**src/sv/obb_pkg.sv**
```systemverilog
// Package with shared types and constants for the oriented box contact tracker.
package obb_pkg;

   localparam int MaxContactsDefault = 16;
   localparam int IdBitsDefault      = 16;

   // Event codes reported on the result channel.
   typedef enum logic [1:0] {
      EV_NONE  = 2'd0,
      EV_ENTER = 2'd1,
      EV_STAY  = 2'd2,
      EV_EXIT  = 2'd3
   } event_type;

   // Configuration register indexes.
   typedef enum logic [2:0] {
      REG_CX  = 3'd0,
      REG_CY  = 3'd1,
      REG_RX  = 3'd2,
      REG_RY  = 3'd3,
      REG_HW  = 3'd4,
      REG_HH  = 3'd5,
      REG_ACT = 3'd6
   } reg_type;

   // Sequencer states of the geometry unit.
   typedef enum logic [2:0] {
      ST_IDLE,
      ST_DOT,
      ST_MUL,
      ST_CMP,
      ST_TABLE,
      ST_OUT
   } state_type;

   // Request from the geometry sequencer to the contact table.
   typedef struct packed {
      logic start;
      logic overlap;
   } tbl_req_type;

   // Answer from the contact table.
   typedef struct packed {
      logic      done;
      event_type kind;
      logic      full;
   } tbl_rsp_type;

endpackage

```
**src/sv/obb_table.sv**
```systemverilog
// Contact table: scans stored IDs one slot per cycle and updates on enter or exit.
module obb_table #(
   parameter int MAX_CONTACTS = obb_pkg::MaxContactsDefault,
   parameter int ID_BITS      = obb_pkg::IdBitsDefault
) (
   input  logic                 clock,
   input  logic                 reset,
   input  logic [ID_BITS-1:0]   id,
   input  obb_pkg::tbl_req_type req,
   output obb_pkg::tbl_rsp_type rsp
);
   import obb_pkg::*;

   localparam int SW = (MAX_CONTACTS > 1) ? $clog2(MAX_CONTACTS) : 1;
   localparam int CW = $clog2(MAX_CONTACTS + 1);

   logic [ID_BITS-1:0]    ids_ff [MAX_CONTACTS];
   logic [ID_BITS-1:0]    rd_id_ff;
   logic [MAX_CONTACTS-1:0] valid_ff, valid_in;
   logic                  busy_ff, busy_in;
   logic [CW-1:0]         cnt_ff, cnt_in;
   logic                  found_ff, found_in;
   logic [SW-1:0]         slot_ff, slot_in;
   logic                  free_ok_ff, free_ok_in;
   logic [SW-1:0]         free_ff, free_in;
   logic                  ovl_ff, ovl_in;
   logic                  wr_en;
   logic [SW-1:0]         wr_slot;
   logic [SW-1:0]         idx;
   logic [SW-1:0]         rd_addr;
   logic                  last;

   assign idx  = cnt_ff[SW-1:0];
   assign last = (cnt_ff == CW'(MAX_CONTACTS - 1));
   // The slot scanned next is read in the cycle before it is scanned.
   assign rd_addr = cnt_in[SW-1:0];

   // Scan sequencer and final update decision.
   always_comb begin
      busy_in    = busy_ff;
      cnt_in     = cnt_ff;
      found_in   = found_ff;
      slot_in    = slot_ff;
      free_ok_in = free_ok_ff;
      free_in    = free_ff;
      ovl_in     = ovl_ff;
      valid_in   = valid_ff;
      wr_en      = 1'b0;
      wr_slot    = free_ff;
      rsp        = '{done: 1'b0, kind: EV_NONE, full: 1'b0};
      if (!busy_ff) begin
         if (req.start) begin
            busy_in    = 1'b1;
            cnt_in     = '0;
            found_in   = 1'b0;
            free_ok_in = 1'b0;
            ovl_in     = req.overlap;
         end
      end else if (cnt_ff != CW'(MAX_CONTACTS)) begin
         if (valid_ff[idx]) begin
            if (!found_ff && rd_id_ff == id) begin
               found_in = 1'b1;
               slot_in  = idx;
            end
         end else if (!free_ok_ff) begin
            free_ok_in = 1'b1;
            free_in    = idx;
         end
         cnt_in = cnt_ff + 1'b1;
         if (last) begin
            cnt_in = CW'(MAX_CONTACTS);
         end
      end else begin
         busy_in  = 1'b0;
         rsp.done = 1'b1;
         if (!ovl_ff) begin
            if (found_ff) begin
               valid_in[slot_ff] = 1'b0;
               rsp.kind = EV_EXIT;
            end
         end else if (found_ff) begin
            rsp.kind = EV_STAY;
         end else begin
            rsp.kind = EV_ENTER;
            if (free_ok_ff) begin
               wr_en = 1'b1;
               valid_in[free_ff] = 1'b1;
            end else begin
               rsp.full = 1'b1;
            end
         end
      end
   end

   // Control registers.
   always_ff @(posedge clock) begin
      if (reset) begin
         busy_ff  <= 1'b0;
         valid_ff <= '0;
         cnt_ff   <= '0;
      end else begin
         busy_ff  <= busy_in;
         valid_ff <= valid_in;
         cnt_ff   <= cnt_in;
      end
      found_ff   <= found_in;
      slot_ff    <= slot_in;
      free_ok_ff <= free_ok_in;
      free_ff    <= free_in;
      ovl_ff     <= ovl_in;
   end

   // ID storage with a registered read port.
   always_ff @(posedge clock) begin
      if (wr_en) begin
         ids_ff[wr_slot] <= id;
      end
      rd_id_ff <= ids_ff[rd_addr];
   end

endmodule

```
**src/sv/obb_geom.sv**
```systemverilog
// Separating axis test, one axis at a time through one shared multiplier.
module obb_geom (
   input  logic               clock,
   input  logic               reset,
   input  logic               start,
   input  logic signed [24:0] dx,
   input  logic signed [24:0] dy,
   input  logic signed [15:0] srx,
   input  logic signed [15:0] sry,
   input  logic signed [15:0] orx,
   input  logic signed [15:0] ory,
   input  logic [22:0]        shw,
   input  logic [22:0]        shh,
   input  logic [22:0]        ohw,
   input  logic [22:0]        ohh,
   output logic               done,
   output logic               overlap
);
   import obb_pkg::*;

   // One product: 26x26 signed.
   logic signed [25:0] ma, mb;
   logic signed [51:0] prod;
   assign prod = ma * mb;

   state_type          st_ff, st_in;
   logic [1:0]         ax_ff, ax_in;   // axis under test
   logic [2:0]         k_ff, k_in;     // step within axis
   logic signed [52:0] acc_ff, acc_in; // dot product accumulator
   logic [56:0]        sum_ff, sum_in; // extent sum, units 2^-28
   logic               sep_ff, sep_in;
   logic [33:0]        dotm_ff, dotm_in;

   // Axis components carry one extra bit so that negating -32768 stays exact.
   logic signed [16:0] aix, aiy, ajx, ajy;
   logic [22:0]        hj;
   logic [52:0]        accm;

   function automatic logic signed [16:0] neg_ext(input logic signed [15:0] v);
      neg_ext = -17'(v);
   endfunction

   // Axis components: axis n is right or up of a box.
   always_comb begin
      unique case (ax_ff)
         2'd0: begin aix = 17'(srx);     aiy = 17'(sry); end
         2'd1: begin aix = neg_ext(sry); aiy = 17'(srx); end
         2'd2: begin aix = 17'(orx);     aiy = 17'(ory); end
         default: begin aix = neg_ext(ory); aiy = 17'(orx); end
      endcase
      unique case (k_ff[2:1])
         2'd0: begin ajx = 17'(srx);     ajy = 17'(sry); hj = shw; end
         2'd1: begin ajx = neg_ext(sry); ajy = 17'(srx); hj = shh; end
         2'd2: begin ajx = 17'(orx);     ajy = 17'(ory); hj = ohw; end
         default: begin ajx = neg_ext(ory); ajy = 17'(orx); hj = ohh; end
      endcase
   end

   assign accm = acc_ff[52] ? 53'(-acc_ff) : 53'(acc_ff);

   // Sequencer. Per axis: for each other axis two steps (x term, y term), a magnitude
   // step and two extent half-product steps; then two center offset steps and a compare.
   always_comb begin
      st_in = st_ff; ax_in = ax_ff; k_in = k_ff; acc_in = acc_ff;
      sum_in = sum_ff; sep_in = sep_ff; dotm_in = dotm_ff;
      ma = '0; mb = '0; done = 1'b0;
      unique case (st_ff)
         ST_IDLE: begin
            if (start) begin
               st_in = ST_DOT; ax_in = '0; k_in = '0; acc_in = '0;
               sum_in = '0; sep_in = 1'b0;
            end
         end
         ST_DOT: begin
            // k bit0 selects x or y term of axis i dot axis j
            ma = k_ff[0] ? 26'(aiy) : 26'(aix);
            mb = k_ff[0] ? 26'(ajy) : 26'(ajx);
            if (!k_ff[0]) begin
               acc_in = 53'(prod);
               k_in   = k_ff + 3'd1;
            end else begin
               acc_in = acc_ff + 53'(prod);
               st_in  = ST_MUL;
            end
         end
         ST_MUL: begin
            dotm_in = accm[33:0];
            st_in   = ST_CMP;
            k_in    = k_ff;
            // Magnitude times extent is done in the ST_CMP and ST_TABLE states below.
         end
         ST_CMP: begin
            // |a_i.a_j| fits 32 bits; split into two 17-bit halves times h.
            ma = 26'({9'd0, dotm_ff[16:0]});
            mb = 26'({3'd0, hj});
            sum_in = sum_ff + 57'(prod[39:0]);
            st_in = ST_TABLE;
         end
         ST_TABLE: begin
            ma = 26'({9'd0, dotm_ff[33:17]});
            mb = 26'({3'd0, hj});
            sum_in = sum_ff + (57'(prod[39:0]) << 17);
            if (k_ff == 3'd7) begin
               k_in = '0; acc_in = '0; st_in = ST_OUT;
            end else begin
               k_in = k_ff + 3'd1; st_in = ST_DOT;
            end
         end
         default: begin // ST_OUT: center offset projection then compare
            ma = k_ff[0] ? 26'(aiy) : 26'(aix);
            mb = k_ff[0] ? 26'(dy)  : 26'(dx);
            if (k_ff == 3'd0) begin
               acc_in = 53'(prod);
               k_in   = 3'd1;
            end else if (k_ff == 3'd1) begin
               acc_in = acc_ff + 53'(prod);
               k_in   = 3'd2;
            end else begin
               if (sum_ff <= (57'(accm) << 14)) begin
                  sep_in = 1'b1;
               end
               if (sum_ff <= (57'(accm) << 14) || ax_ff == 2'd3) begin
                  st_in = ST_IDLE;
                  done  = 1'b1;
               end else begin
                  ax_in = ax_ff + 2'd1; k_in = '0; sum_in = '0; st_in = ST_DOT;
               end
            end
         end
      endcase
   end

   assign overlap = !(sep_ff || (st_ff == ST_OUT && k_ff == 3'd2 &&
                                 sum_ff <= (57'(accm) << 14)));

   always_ff @(posedge clock) begin
      if (reset) begin
         st_ff <= ST_IDLE;
      end else begin
         st_ff <= st_in;
      end
      ax_ff <= ax_in; k_ff <= k_in; acc_ff <= acc_in; sum_ff <= sum_in;
      sep_ff <= sep_in; dotm_ff <= dotm_in;
   end

endmodule

```
**src/sv/obb_overlap_contact_tracker_core.sv**
```systemverilog
// Top level of the oriented box overlap tester with contact tracking.
//
//  channel | direction | transfer condition
//  req_    | in        | req_valid && !req_stall
//  rsp_    | out       | rsp_valid && !rsp_stall
//  apb     | in        | psel && penable && pwrite && pready
//
// An item is tested one axis at a time in the shared multiplier sequencer,
// up to all four axes; a separating axis ends the test early. With has_owner
// set, a contact table scan follows. An inactive collider answers in the
// cycle after it is taken. Reset is synchronous and clears control state
// and the valid bits. A stalled result holds; the input is stalled while an
// item is in work or its result waits.
module obb_overlap_contact_tracker_core #(
   parameter int MAX_CONTACTS = obb_pkg::MaxContactsDefault,
   parameter int ID_BITS      = obb_pkg::IdBitsDefault
) (
   input  logic               clock,
   input  logic               reset,
   input  logic               req_valid,
   output logic               req_stall,
   input  logic signed [23:0] req_other_center_x,
   input  logic signed [23:0] req_other_center_y,
   input  logic signed [15:0] req_other_right_x,
   input  logic signed [15:0] req_other_right_y,
   input  logic [22:0]        req_other_half_width,
   input  logic [22:0]        req_other_half_height,
   input  logic [15:0]        req_other_id,
   input  logic               req_has_owner,
   output logic               rsp_valid,
   input  logic               rsp_stall,
   output logic               rsp_overlap,
   output logic [1:0]         rsp_event_kind,
   output logic               rsp_table_full,
   input  logic               psel,
   input  logic               penable,
   input  logic               pwrite,
   input  logic [4:0]         paddr,
   input  logic [31:0]        pwdata,
   output logic [31:0]        prdata,
   output logic               pready
);
   import obb_pkg::*;

   localparam int IW = (ID_BITS < 16) ? ID_BITS : 16;

   logic signed [23:0] cx_ff, cy_ff;
   logic signed [15:0] rx_ff, ry_ff;
   logic [22:0]        hw_ff, hh_ff;
   logic               act_ff;

   logic signed [23:0] ocx_ff, ocy_ff;
   logic signed [15:0] orx_ff, ory_ff;
   logic [22:0]        ohw_ff, ohh_ff;
   logic [ID_BITS-1:0] id_ff;
   logic               own_ff;

   logic               busy_ff, busy_in;
   logic               wait_tbl_ff, wait_tbl_in;
   logic               ovl_ff, ovl_in;
   logic               rv_ff, rv_in;
   logic               ro_ff, ro_in, rf_ff, rf_in;
   event_type          rk_ff, rk_in;
   logic               geo_start, geo_done, geo_ovl;
   tbl_req_type        treq;
   tbl_rsp_type        trsp;
   logic               acc;
   reg_type            ridx;

   assign pready = 1'b1;
   assign ridx   = reg_type'(paddr[4:2]);
   assign acc    = req_valid && !req_stall;
   assign req_stall = busy_ff || rv_ff;

   // Configuration writes.
   always_ff @(posedge clock) begin
      if (reset) begin
         cx_ff <= '0; cy_ff <= '0; rx_ff <= 16'sd16384; ry_ff <= '0;
         hw_ff <= '0; hh_ff <= '0; act_ff <= 1'b1;
      end else if (psel && penable && pwrite && paddr[1:0] == 2'd0) begin
         unique case (ridx)
            REG_CX:  cx_ff  <= pwdata[23:0];
            REG_CY:  cy_ff  <= pwdata[23:0];
            REG_RX:  rx_ff  <= pwdata[15:0];
            REG_RY:  ry_ff  <= pwdata[15:0];
            REG_HW:  hw_ff  <= pwdata[22:0];
            REG_HH:  hh_ff  <= pwdata[22:0];
            REG_ACT: act_ff <= pwdata[0];
            default: ;
         endcase
      end
   end

   // Register readback.
   always_comb begin
      unique case (ridx)
         REG_CX:  prdata = 32'(unsigned'(cx_ff));
         REG_CY:  prdata = 32'(unsigned'(cy_ff));
         REG_RX:  prdata = 32'(unsigned'(rx_ff));
         REG_RY:  prdata = 32'(unsigned'(ry_ff));
         REG_HW:  prdata = 32'(hw_ff);
         REG_HH:  prdata = 32'(hh_ff);
         REG_ACT: prdata = 32'(act_ff);
         default: prdata = '0;
      endcase
   end

   // Input capture.
   always_ff @(posedge clock) begin
      if (acc) begin
         ocx_ff <= req_other_center_x; ocy_ff <= req_other_center_y;
         orx_ff <= req_other_right_x;  ory_ff <= req_other_right_y;
         ohw_ff <= req_other_half_width; ohh_ff <= req_other_half_height;
         id_ff  <= ID_BITS'(req_other_id[IW-1:0]);
         own_ff <= req_has_owner;
      end
   end

   assign geo_start = acc && act_ff;

   obb_geom u_geom (
      .clock(clock), .reset(reset), .start(geo_start),
      .dx(25'(cx_ff) - 25'(req_stall ? ocx_ff : req_other_center_x)),
      .dy(25'(cy_ff) - 25'(req_stall ? ocy_ff : req_other_center_y)),
      .srx(rx_ff), .sry(ry_ff), .orx(orx_ff), .ory(ory_ff),
      .shw(hw_ff), .shh(hh_ff), .ohw(ohw_ff), .ohh(ohh_ff),
      .done(geo_done), .overlap(geo_ovl)
   );

   assign treq = '{start: geo_done && own_ff, overlap: geo_ovl};

   obb_table #(.MAX_CONTACTS(MAX_CONTACTS), .ID_BITS(ID_BITS)) u_table (
      .clock(clock), .reset(reset), .id(id_ff), .req(treq), .rsp(trsp)
   );

   // Item control and result register.
   always_comb begin
      busy_in = busy_ff; wait_tbl_in = wait_tbl_ff; ovl_in = ovl_ff;
      rv_in = rv_ff; ro_in = ro_ff; rk_in = rk_ff; rf_in = rf_ff;
      if (rv_ff && !rsp_stall) begin
         rv_in = 1'b0;
      end
      if (acc && !act_ff) begin
         rv_in = 1'b1; ro_in = 1'b0; rk_in = EV_NONE; rf_in = 1'b0;
      end else if (acc) begin
         busy_in = 1'b1;
      end
      if (geo_done) begin
         if (own_ff) begin
            wait_tbl_in = 1'b1; ovl_in = geo_ovl;
         end else begin
            busy_in = 1'b0; rv_in = 1'b1;
            ro_in = geo_ovl; rk_in = EV_NONE; rf_in = 1'b0;
         end
      end
      if (trsp.done) begin
         busy_in = 1'b0; wait_tbl_in = 1'b0; rv_in = 1'b1;
         ro_in = ovl_ff; rk_in = trsp.kind; rf_in = trsp.full;
      end
   end

   always_ff @(posedge clock) begin
      if (reset) begin
         busy_ff <= 1'b0; wait_tbl_ff <= 1'b0; rv_ff <= 1'b0;
      end else begin
         busy_ff <= busy_in; wait_tbl_ff <= wait_tbl_in; rv_ff <= rv_in;
      end
      ovl_ff <= ovl_in; ro_ff <= ro_in; rk_ff <= rk_in; rf_ff <= rf_in;
   end

   assign rsp_valid      = rv_ff;
   assign rsp_overlap    = ro_ff;
   assign rsp_event_kind = rk_ff;
   assign rsp_table_full = rf_ff;

`ifndef SYNTHESIS
   // No new transfer is taken while an item is in work.
   a_no_accept_busy: assert property (@(posedge clock) disable iff (reset)
      busy_ff |-> !acc) else $error("input taken while busy");
   // A refused enter is always reported as an enter.
   a_full_enter: assert property (@(posedge clock) disable iff (reset)
      (rv_ff && rf_ff) |-> (rk_ff == EV_ENTER)) else $error("full without enter");
   // Table answers only while its item waits for it.
   a_tbl_wait: assert property (@(posedge clock) disable iff (reset)
      trsp.done |-> wait_tbl_ff) else $error("unexpected table answer");
`endif

endmodule

```
**config.mk**
```make
export PLATFORM = sky130hd
export DESIGN_NAME = obb_overlap_contact_tracker_core
export DESIGN_NICKNAME = d
export VERILOG_FILES = /design/src/sv/obb_pkg.sv /design/src/sv/obb_table.sv /design/src/sv/obb_geom.sv /design/src/sv/obb_overlap_contact_tracker_core.sv
export SDC_FILE = /design/constraint.sdc
export NUM_CORES = 2
export LEC_CHECK = 0
export CORE_ASPECT_RATIO = 0.7
export CORE_MARGIN = 2
export CORE_UTILIZATION = 65
export DETAILED_ROUTE_END_ITERATION = 6
export DONT_BUFFER_PORTS = 1
export HOLD_SLACK_MARGIN = 0.05
export PLACE_DENSITY_LB_ADDON = 0.15
export SLEW_MARGIN = 20
export SYNTH_ARGS = -nofsm -noshare
export SYNTH_HDL_FRONTEND = slang
export SYNTH_HIERARCHICAL = 1
export SYNTH_SLANG_ARGS = --single-unit
```
**constraint.sdc**
```tcl
create_clock -name clock -period 15.9 [get_ports clock]
set_input_delay 1.59 -clock clock [delete_from_list [all_inputs] [get_ports clock]]
set_output_delay 1.59 -clock clock [all_outputs]
set_load 0.01 [all_outputs]
```
## Yosys cells after proc, flatten, opt, wreduce, memory -nomap -nowiden

Memories as Yosys holds them, arrays and structs flattened. A register that Yosys moved wholly into a read port is not among the register bits.
Index checks and enable logic that the tools add are counted.

| word-level totals | value |
|---|---|
| bits in registers | 463 |
| memory bits (writable) | 256 |
| bits of input ports | 187 |
| memories | 1 |

| operators by class | value |
|---|---|
| $add $sub $neg | 11 |
| $mul | 1 |
| $lt $le $gt $ge | 6 |
| eq/ne operators | 40 |
| muxes and demuxes | 114 |
| bitwise operators | 10 |
| reductions and logical operators | 61 |

Memories:

| name | words | bits a word | read ports | clocked after Yosys merged registers in | write ports | line | text |
|---|---|---|---|---|---|---|---|
| u_table.ids_ff | 16 | 16 | 1 | 1 | 1 | obb_table.sv:17 | `logic [ID_BITS-1:0] ids_ff [MAX_CONTACTS];` |

Operators by type and width:

| operator | number |
|---|---|
| two-way mux 53 bit | 5 |
| two-way mux 57 bit | 4 |
| case mux 57 bit (4 select lines) | 1 |
| case mux 53 bit (4 select lines) | 1 |
| case mux 17 bit (3 select lines) | 4 |
| case mux 24 bit (7 select lines) | 1 |
| case mux 26 bit (3 select lines) | 2 |
| two-way mux 26 bit | 3 |
| case mux 23 bit (3 select lines) | 1 |
| two-way mux 16 bit | 4 |
| adder 57 x 40 -> 57 bit | 1 |
| adder 57 bit | 1 |
| less-or-equal comparator 57 bit | 1 |
| adder 53 x 52 -> 53 bit | 1 |
| multiplier 26 x 26 -> 52 bit | 1 |
| two-way mux 1 bit | 50 |
| two-way mux 25 bit | 2 |
| subtractor 24 x 25 -> 25 bit | 2 |
| two-way mux 43 bit | 1 |
| negator 43 bit | 1 |
| negator 16 -> 17 bit | 2 |
| two-way mux 3 bit | 11 |
| AND reduction 4 bit | 6 |
| two-way mux 2 bit | 11 |
| other kinds (43) | 126 |

## Depth between registers and ports, before layout

| depth | value |
|---|---|
| depth in word-level cells | 11 |
| depth in mapped cells | 53 |
| mapped depth without buffers | 51 |

## Modules after synthesis

Netlist, hierarchy kept.

Modules (own cells, without submodules):

| module | instances | cells each | area an instance (um^2) | seq. area each (um^2) |
|---|---|---|---|---|
| obb_geom | 1 | 4376 | 38424.4 | 4564.4 |
| obb_overlap_contact_tracker_core | 1 | 1275 | 12934.9 | 6986.7 |
| obb_table | 1 | 623 | 11801.3 | 8778.4 |

## Least setup slack after synthesis

Ideal clock, no wire load.

| path | value |
|---|---|
| path kind | input to register |
| from | input req_other_center_y[0] |
| to | register u_geom.acc_ff[52], data pin |
| data arrival time | 12.894 ns |
| required time | 15.764 ns |
| path slack | 2.870 ns |
| stages on the path | 51 |
| path through | mux2_2 -> ha_1 -> inv_1 -> fa_1 -> a21o_1 -> a221oi_4 -> o41ai_4 -> o211ai_2 -> nor2b_1 -> xnor2_1 -> a22o_1 -> a222oi_1 -> a21boi_0 -> clkbuf_1 -> nor2_1 -> fa_1 -> inv_1 -> fa_1 -> (+15 left out) -> a21oi_1 -> a211oi_1 -> a21oi_1 -> o21ai_0 -> a31oi_1 -> xnor2_1 -> ha_1 -> clkbuf_1 -> a21o_1 -> a21o_1 -> a21o_1 -> a21o_1 -> a21oi_1 -> o21bai_1 -> a221o_1 -> or3_1 -> a211o_1 -> nand3_1 |

| on the way | value |
|---|---|
| cells in the longest elaborated chain, start to end | 9 |
| elaborated cells on any way between the ends | 10 |

RTL lines:

| item | line | text |
|---|---|---|
| start: declaration | obb_overlap_contact_tracker_core.sv:23 | `input logic signed [23:0] req_other_center_y,` |
| two-way mux 25 bit * | obb_overlap_contact_tracker_core.sv:124 | `.dy(25'(cy_ff) - 25'(req_stall ? ocy_ff : req_other_center_y)),` |
| subtractor 24 x 25 -> 25 bit * | obb_overlap_contact_tracker_core.sv:124 |  |
| two-way mux 26 bit * | obb_geom.sv:111 | `mb = k_ff[0] ? 26'(dy) : 26'(dx);` |
| case mux 26 bit (3 select lines) * | obb_geom.sv:67 | `unique case (st_ff)` |
| multiplier 26 x 26 -> 52 bit * | obb_geom.sv:24 | `assign prod = ma * mb;` |
| adder 53 x 52 -> 53 bit | obb_geom.sv:82, obb_geom.sv:116 |  |
| two-way mux 53 bit | obb_geom.sv:115 | `end else if (k_ff == 3'd1) begin` |
| two-way mux 53 bit | obb_geom.sv:112 | `if (k_ff == 3'd0) begin` |
| case mux 53 bit (4 select lines) * | obb_geom.sv:67 |  |
| net u_geom.acc_in[52] | obb_geom.sv:29 | `logic signed [52:0] acc_ff, acc_in;` |
| end signal: assignment | obb_geom.sv:142 | `ax_ff <= ax_in; k_ff <= k_in; acc_ff <= acc_in; sum_ff <= sum_in;` |
| end: declaration | obb_geom.sv:29 |  |

The timed path passes the listed nets; every way through them passes the cells marked *. The select of a mux whose other input is x is not followed.
A chain may end at the register's enable or synchronous reset.

## Worst setup path after layout

| path | value |
|---|---|
| from | register rv_ff, in the netlist rsp_valid |
| to | register u_geom.sum_ff[49], data pin |

| on the way | value |
|---|---|
| cells in the longest elaborated chain, start to end | 8 |
| elaborated cells on any way between the ends | 11 |

RTL lines:

| item | line | text |
|---|---|---|
| start: declaration | obb_overlap_contact_tracker_core.sv:61 | `logic rv_ff, rv_in;` |
| start signal: assignment | obb_overlap_contact_tracker_core.sv:166 | `busy_ff <= busy_in; wait_tbl_ff <= wait_tbl_in; rv_ff <= rv_in;` |
| logical OR 1 bit * | obb_overlap_contact_tracker_core.sv:73 | `assign req_stall = busy_ff \|\| rv_ff;` |
| two-way mux 25 bit (on tied branches) | obb_overlap_contact_tracker_core.sv:123, obb_overlap_contact_tracker_core.sv:124 |  |
| subtractor 24 x 25 -> 25 bit (on tied branches) | obb_overlap_contact_tracker_core.sv:123, obb_overlap_contact_tracker_core.sv:124 |  |
| two-way mux 26 bit * | obb_geom.sv:111 |  |
| case mux 26 bit (3 select lines) * | obb_geom.sv:67 |  |
| multiplier 26 x 26 -> 52 bit * | obb_geom.sv:24 |  |
| adder 57 bit / adder 57 x 40 -> 57 bit (equally long branches) | obb_geom.sv:102, obb_geom.sv:96 |  |
| case mux 57 bit (4 select lines) * | obb_geom.sv:67 |  |
| net u_geom.sum_in[49] | obb_geom.sv:30 | `logic [56:0] sum_ff, sum_in;` |
| end signal: assignment | obb_geom.sv:142 |  |
| end: declaration | obb_geom.sv:30 |  |

The timed path passes the listed nets; every way through them passes the cells marked *.

==> flow_metrics.py <==
metrics = {
    "floorplanning": {
        "core_sq_um": 96160,
        "initial_core_util": 0.6568,
        "die_w_um": 376.6,
        "io_pins": 226,
        "rows": 95,
        "fp.dieArea_sq_um": 99720,
        "die_h_um": 264.8,
    },
    "logic_synthesis": {
        "synth_edf_count": 561,
        "postSynth.asyncResetShare": 0,
        "ys_warn_count": 6,
        "synth_top_area_share": 0.2667,
        "syn_avg_cell_area_sq_um": 10.07,
        "synthFlopType": "edfxtp_1",
        "synthTopCellsByArea": "edfxtp_1 (27%), fa_1 (17%), ha_1 (7.5%), dfxtp_1 (5.5%), nand2_1 (4.9%)",
        "yosysMostFrequentCell": "nand2_1",
        "yosys_register_bits": 735,
        "seq_area_frac_synth": 0.3219,
        "synth_top_area_cell": "edfxtp_1",
        "synth_cell_types": 101,
        "synthTopCellsByCount": "nand2_1 (830), inv_1 (803), edfxtp_1 (561)",
        "synthesis.area_sq_um": 63160,
        "synthCells": 6274,
    },
    "critical_path": {
        "worst-endpoint-required_ns": 16.28,
        "worstSetupEndpointType": "flop",
        "max_stage_delay_ns": 0.84,
        "cp_data_arrival_time_ns": 14.91,
        "ff2ff_path_depth": 46,
        "crit_path_top_delay_cell": "xor2_1",
        "critPathMaxFanout": 24,
        "critPathKind": "reg -> reg",
        "start_kind": "flop",
    },
    "clock_network": {
        "cts_buffers": 74,
        "insertion_delay_ns": 0.70,
        "cts_tree": "built",
        "cts_resized": 0,
        "htree_levels": 3,
        "cts.sinks": 735,
        "cts_max_path_buffers": 3,
        "cts_setup_buffers": 0,
        "root_buffer": "clkbuf_16",
        "clkSlewWorstSetupHoldPaths_ns": 0.07,
        "postCtsHoldBufs": 0,
    },
    "worst_hold_path": {
        "hp-class": "reg -> reg",
        "worstHoldPathCells": 1,
    },
    "grt": {
        "antenna_found_initial": 11,
        "grt_max_degree": 155,
        "grt_util_all_layers": 0.3861,
        "grt_pass1_vias": 47780,
        "gr-total-overflow": 0,
        "grt_pass1_wl_um": 291200,
    },
    "outcome": {
        "status": "finished with violations",
        "violations": "DRC",
    },
    "cells_and_area": {
        "syn_to_final_growth_pct": 6.365,
        "final_nets": 7305,
        "final_core_util": 0.6986,
        "final_layout_size_suffix_gt1_frac": 0.07232,
    },
    "flow_run": {
        "drv_cap": 0,
    },
    "route": {
        "drtPass1Iterations": 7,
        "vias_per_cell": 6.587,
        "ant_nets": 0,
        "wl_um": 189600,
        "via_count": 49510,
        "wire_per_inst_um": 25.23,
        "route.detailed.drc": 9,
        "drt_iter0_drc": 6570,
    },
    "placement": {
        "place.gp.congestion": 0.9640,
        "dp_hpwl_um": 143800,
        "place.port_buffers": 0,
        "pre_cts_ws_ns": 1.204,
    },
    "sta": {
        "setup-tns-final_ns": 0,
        "post-route-worst-setup-slack_ns": 1.364,
        "max_freq_ghz": 0.06879,
        "period_share": 0.9142,
        "slew_headroom": 0.2336,
        "hold_violations": 0,
        "rsz0062_at_grt": "false",
        "period_needed_ns": 14.54,
        "worst_clock_skew_ns": 0.04286,
        "setup_viol": 0,
        "drv_slew": 0,
        "worst_pin_slew_ns": 1.150,
    },
    "pwr": {
        "p_switching_w": 0.008276,
        "p_per_area_nw_per_um2": 235.6,
        "clock_power_share": 0.116,
        "pwr-share-comb": 0.715,
        "p_leak_nw": 28.68,
        "p_sw_frac": 0.5229,
        "p_int_w": 0.007552,
        "p_seq_frac": 0.169,
        "peakVddDrop_v": 0.0002063,
    },
}
## flip-flops by register name, summed over array words and instances, names as in the netlist, 24 cells and up
| name | cells |
|---|---|
| cx_ff | 24 |
| cy_ff | 24 |
| ocx_ff | 24 |
| ocy_ff | 24 |
| u_geom/acc_ff | 53 |
| u_geom/dotm_ff | 34 |
| u_geom/sum_ff | 57 |
| u_table/ids_ff | 256 |
## cell families after synthesis
kind of cell             after synthesis  synth area share
buffers and inverters               1077           0.06575
XOR/XNOR                             286           0.03966
AO/OA/AOI/OAI                       1335            0.1403
multiplexers                         208           0.05951
AND/OR/NAND/NOR                     1701            0.1232
other                                  2         0.0001189
adder cells (fa/ha/maj)              930            0.2496
flip-flops                           735            0.3219
## layout make-up
cell class              instances  area, sq um
diodes                          6        15.01
clock buffers                 101         2066
clock inverters                37        486.7
fillers                      7164        28980
inverters                     805         3022
multi-input cells            4469        38890
flip-flops and latches        735        20330
well taps                    1261         1578
repair buffers                103        793.3
## final timing paths
path | from | end | slack [ns]
hold reg to reg | u_table/valid_ff[15] | u_table/valid_ff[15] | 0.46
setup / recovery | rsp_valid | u_geom/sum_ff[49] | 1.36
setup reg to reg | rsp_valid | u_geom/sum_ff[49] | 1.36
hold / removal | u_table/valid_ff[15] | u_table/valid_ff[15] | 0.46
## power by group through the flow
stage	Sequential (W)	Clock (W)	Combinational (W)
5_1_grt	0.00269	0.00192	0.0124
2_1_floorplan	0.00264	0	0.00796
3_3_place_gp	0.00270	0	0.0107
3_5_place_dp	0.00270	0	0.0109
6_report	0.00267	0.00184	0.0113
4_1_cts	0.00266	0.00186	0.0110
## critical path: cells and delay by family (launching register included)
kind / cells / cell delay [ns]
multiplexers: 2 / 0.53
AND/OR/NAND/NOR: 11 / 2.59
adder cells (fa/ha/maj): 10 / 4.50
XOR/XNOR: 3 / 1.20
buffers and inverters: 8 / 1.16
flip-flops: 1 / 0.38
AO/OA/AOI/OAI: 12 / 3.81
## routing by layer
metal	vias to the layer above	track usage	share of wire
met5	-	0	0.00024
met4	6	0.1142	0.031
met3	393	0.1178	0.15
met2	3062	0.5362	0.41
met1	24390	0.5819	0.41
li1	21660	-	-
## through the flow
| stage | power (W) | hold WS, ns | instances | instance area, sq um |
|---|---|---|---|---|
| 2_1_floorplan | 0.01060 | 0.4202 | 6281 | 63190 |
| 3_3_place_gp | 0.01344 | 0.4390 | 7371 | 64540 |
| 3_5_place_dp | 0.01365 | 0.4492 | 7372 | 64560 |
| 4_1_cts | 0.01554 | 0.4669 | 7510 | 67120 |
| 5_1_grt | 0.01704 | 0.4878 | 7513 | 67170 |
| 6_report | 0.01583 | 0.4650 | 7517 | 67180 |
## placed cells by master, fill, tap and decap left out, drive strengths merged, types with 105 or more instances in the layout
cell type,n
inv,812
edfxtp,561
ha,380
a22oi,105
a21o,139
nand2,831
xor2,116
fa,550
a21oi,389
xnor2,170
dfxtp,174
nor2,328
mux4,133
o21ai,224
Note: power is estimated with default switching activity, not from simulation.
